===== src/same_frame_pair_matcher_assert.svh =====
// Assertion macros used by the matcher top level.
`ifndef SAME_FRAME_PAIR_MATCHER_ASSERT_SVH
`define SAME_FRAME_PAIR_MATCHER_ASSERT_SVH

// Same-cycle implication.
`define SFPM_ASSERT_IMPLY(label, clk, rstn, lhs, rhs) \
    label: assert property (@(posedge clk) disable iff (!(rstn)) (lhs) |-> (rhs)) \
        else $error("same-cycle check failed");

// Next-cycle implication.
`define SFPM_ASSERT_NEXT(label, clk, rstn, lhs, rhs) \
    label: assert property (@(posedge clk) disable iff (!(rstn)) (lhs) |=> (rhs)) \
        else $error("next-cycle check failed");

`endif


===== src/smpm_pkg.sv =====
`default_nettype none
package smpm_pkg;

    localparam int POS_W = 24;
    localparam int INV_W = 41;
    localparam int CNT_W = 32;
    localparam int IN_DATA_W = 120;
    localparam int OUT_DATA_W = 248;
    localparam int CFG_IDX_W = 3;

    // fixed-point one
    localparam logic [INV_W-1:0] ONE_FX = 41'h100_0000_0000;
    localparam logic [INV_W-1:0] INV_RESET = 41'd1717987;

    typedef enum logic [CFG_IDX_W-1:0] {
        REG_OFFSET_X  = 3'd0,
        REG_OFFSET_Y  = 3'd1,
        REG_OFFSET_Z  = 3'd2,
        REG_INV_X     = 3'd3,
        REG_INV_Y     = 3'd4,
        REG_INV_Z     = 3'd5,
        REG_USE_Z     = 3'd6,
        REG_PAIR_MODE = 3'd7
    } reg_idx_t;

    typedef enum logic [1:0] {
        ST_IDLE,
        ST_ISSUE,
        ST_DRAIN,
        ST_FLUSH
    } ctrl_state_t;

    // one stored localization
    typedef struct packed {
        logic [POS_W-1:0] amp;
        logic [POS_W-1:0] z;
        logic [POS_W-1:0] y;
        logic [POS_W-1:0] x;
    } entry_t;

    // one result, packed as on m_tdata (lowest field last here)
    typedef struct packed {
        logic [CNT_W-1:0] pair_count;
        logic [POS_W-1:0] pair_frame;
        logic [POS_W-1:0] long_amp;
        logic [POS_W-1:0] long_z;
        logic [POS_W-1:0] long_y;
        logic [POS_W-1:0] long_x;
        logic [POS_W-1:0] short_amp;
        logic [POS_W-1:0] short_z;
        logic [POS_W-1:0] short_y;
        logic [POS_W-1:0] short_x;
    } result_t;

    typedef struct packed {
        logic accept;
        logic issue;
        logic flush;
    } dp_cmd_t;

    typedef struct packed {
        logic issue_done;
        logic pipe_busy;
        logic flush_ok;
        logic pend_valid;
    } dp_status_t;

endpackage
`default_nettype wire


===== src/smpm_ctrl.sv =====
`default_nettype none
module smpm_ctrl (
    input  wire logic                   aclk,
    input  wire logic                   aresetn,
    input  wire logic                   s_tvalid,
    output logic                        s_tready,
    input  wire smpm_pkg::dp_status_t   status,
    output smpm_pkg::dp_cmd_t           cmd,
    output smpm_pkg::ctrl_state_t       state
);
    import smpm_pkg::*;

    ctrl_state_t state_reg, state_next;

    // state register
    always_ff @(posedge aclk) begin
        if (!aresetn) begin
            state_reg <= ST_IDLE;
        end else begin
            state_reg <= state_next;
        end
    end

    // next state and commands
    always_comb begin
        state_next = state_reg;
        s_tready   = 1'b0;
        cmd        = '0;
        unique case (state_reg)
            ST_IDLE: begin
                s_tready   = 1'b1;
                cmd.accept = s_tvalid;
                if (s_tvalid) begin
                    state_next = ST_ISSUE;
                end
            end
            ST_ISSUE: begin
                cmd.issue = 1'b1;
                if (status.issue_done) begin
                    state_next = ST_DRAIN;
                end
            end
            ST_DRAIN: begin
                if (!status.pipe_busy) begin
                    state_next = ST_FLUSH;
                end
            end
            ST_FLUSH: begin
                cmd.flush = 1'b1;
                if (status.flush_ok) begin
                    state_next = ST_IDLE;
                end
            end
            default: begin
                state_next = ST_IDLE;
            end
        endcase
    end

    assign state = state_reg;

endmodule
`default_nettype wire


===== config.mk =====
export PLATFORM = sky130hd
export DESIGN_NAME = smpm_ctrl
export DESIGN_NICKNAME = d
export VERILOG_FILES = /design/src/same_frame_pair_matcher_assert.svh /design/src/smpm_pkg.sv /design/src/smpm_ctrl.sv
export SDC_FILE = /design/constraint.sdc
export NUM_CORES = 1
export LEC_CHECK = 0
export ABC_AREA = 1
export BUFFER_PORTS_ARGS = -buffer_cell sky130_fd_sc_hd__buf_2
export CORE_AREA = 3 3 40 42
export DETAILED_ROUTE_END_ITERATION = 10
export DIE_AREA = 0 0 43 45
export SETUP_SLACK_MARGIN = 0.15
export SYNTH_ARGS = -nofsm -noshare
export SYNTH_HDL_FRONTEND = slang
export SYNTH_SLANG_ARGS = --single-unit

===== constraint.sdc =====
create_clock -name aclk -period 2.9 [get_ports aclk]
set_clock_uncertainty 0.1 [all_clocks]
set_input_delay 0.145 -clock aclk [delete_from_list [all_inputs] [get_ports aclk]]
set_output_delay 0.145 -clock aclk [all_outputs]
set_load 0.005 [all_outputs]

==> flow_summary.yaml <==
global_route:
  first_global_vias: 195
  antenna_found_initial: 0
  gr-usage-all-layers_pct: 5.24
  grt_max_degree: 6
  grt_pass1_wl_um: 724
  grt_remaining_overflow: 0
yosys:
  ys_ff_latch: 2
  synth.distinct_cells: 7
  avgSynthCellArea_sq_um: 6.78
  yosysSeqAreaShare_pct: 19.0
  synth_top_area_share_pct: 29.8
  synthTopCellsByArea: "ha_1 30%, dfxtp_1 19%, inv_1 13%, nand2_1 13%, nand2_2 12%"
  synth_area_sq_um: 210
  synth_warnings: 0
  synth_edf_count: 0
  synth_ff_type: "dfxtp_1"
  netlist_instances: 31
  yosysTopAreaCell: "ha_1"
  synthTopCellsByCount: "7 x inv_1, 7 x nand2_1, 5 x ha_1, 5 x nor2_1, 4 x nand2_2"
  synth_fp_nets: 43
  ys_async_sr_fraction_pct: 0
floorplan:
  io_pins: 13
  start_util_pct: 16.4
  dieArea_sq_um: 1940
  die_w_um: 43
  num_rows: 13
  die_h_um: 45
  coreArea_sq_um: 1280
cts:
  cts_sinks: 2
  cts_tree: "done"
  cts_setup_buffers: 0
  cts_buffer_depth: 2
  cts-resized-gates: 0
  clkLatencyLatePin_ns: 0.22
  cts-root-buf: "clkbuf_4"
  cts-htree-levels: 1
  postCtsHoldBufs: 0
  clkTransAtPathRegs_ns: 0.03
  cts_buffers: 3
power:
  power.density_nw_per_um2: 854
  ir_drop_uv: 307
  power_leakage_uw: 0.000194
route:
  drt_iter0_drc: 1
  dr.pass1.iters: 2
  drt-total-wl_um: 426
  ant_nets: 0
  num_vias: 204
  maxUsedRoutingLayer: "met3"
  wl_met1_um: 207
  met3_length_um: 41
  routed_via_density: 3.40
  post-route-drc-count: 0
  wl_per_cell_um: 7.10
  wl_met2_um: 177
critical_path:
  cpMostUsedCell: "inv_1"
  rr_worst_depth: 8
  crit_required_ns: 2.65
  slowest_delay_ns: 0.38
  reg2reg_to: "state[1]"
  r2r_start: "state[0]"
  rrSetupSlack_ns: 1.57
  crit_path_max_fanout: 5
  path_class: "flop to primary output"
  cp_cell_sequence: "inv_1 -> ha_1 -> nand2_1 -> inv_1 -> buf_2"
  cp-start-kind: "flop"
  crit_end: "cmd[2]"
  crit_slowest_cell: "dfxtp_1"
  startpoint: "state[0]"
  crit_arrival_ns: 1.15
  cp-end-kind: "primary output"
sta:
  setup_tns_ns: 0
  timing.final.hold_violations: 0
  fmax_ghz: 0.716
  report.final.slew_viol_count: 0
  fin_ws_ns: 1.50
  setup_viol: 0
  rsz0062_at_grt: "no"
  period_needed_ns: 1.40
  finalCritPeriodShare_pct: 48.2
  worst_slew_pin_slew_ns: 0.173
  slew-limit-headroom_pct: 88.5
finish:
  antenna_cells: 0
  fillCellCount: 162
  layout.nets: 59
  finalNonFillerCells: 60
  register_area_sq_um: 40.0
  largest_reg_flops: 2
  area_growth_pct: 45.8
  drive_gt1_share_pct: 42.2
  multiInputGateArea_sq_um: 144
placed_design:
  pre_cts_slack_ns: 1.56
  dp_cells: 57
  gp_congestion: 0.683
  port-buffer-count: 11
flow_run:
  drv_cap: 0
hold_path:
  hp-class: "input pin to flop"
outcome:
  status: "completed"
## worst min-delay path by stage
stage	startpoint	to	slack [ns]	cells after the start
finish	aresetn	state[0]	0.06	3
global placement	aresetn	state[1]	0.29	3
detailed placement	aresetn	state[0]	0.29	3
CTS	aresetn	state[0]	0.06	3
global route	aresetn	state[0]	0.06	3
floorplan	aresetn	state[1]	0.17	2
## through the flow
step	cell area, sq um	utilization (%)	power, uW	hold slack [ns]
after floorplan	210	-	157	0.165
after global placement	284	22.1	203	0.288
after detailed placement	284	22.1	206	0.291
after CTS	307	23.9	270	0.0552
after global routing	307	23.9	298	0.0640
final	307	23.9	262	0.0623
## layout make-up
type	instances	share of cell area, %
Timing Repair Buffer	11	18.0
Sequential cell	2	13.1
Clock buffer	3	7.35
Multi-Input combinational cell	22	46.9
Inverter	7	8.57
Tap cell	15	6.12
## critical path: cells and delay by family (launching register included)
family | cells | cell delay (ns)
buf+inv | 3 | 0.24
fa+ha+maj | 1 | 0.24
flops | 1 | 0.38
simple gates | 1 | 0.06
## metal layers
metal	up-vias	GRT usage, %
met2	8	7.78
met4	0	1.81
met1	79	5.04
met3	0	5.18
li1	117	-
met5	-	0
## report_power, final
part           total [uW]  internal [uW]  switching [uW]
logic                 149           67.1            81.7
clock network        60.2           45.6            14.6
registers            52.9           39.1            13.7
## cells by family after synthesis
family / share of synthesized area, %
simple gates: 38.7
flops: 19.0
fa+ha+maj: 29.8
buf+inv: 12.5
## layout by cell type (no fill, tap or decap)
cell type	count
buf_2	11
inv_1	7
nand2_1	7
nor2_1	5
ha_1	5
nand2_2	4
clkbuf_4	3
dfxtp_1	2
nor2_4	1
Note: power is estimated with default switching activity, not from simulation.
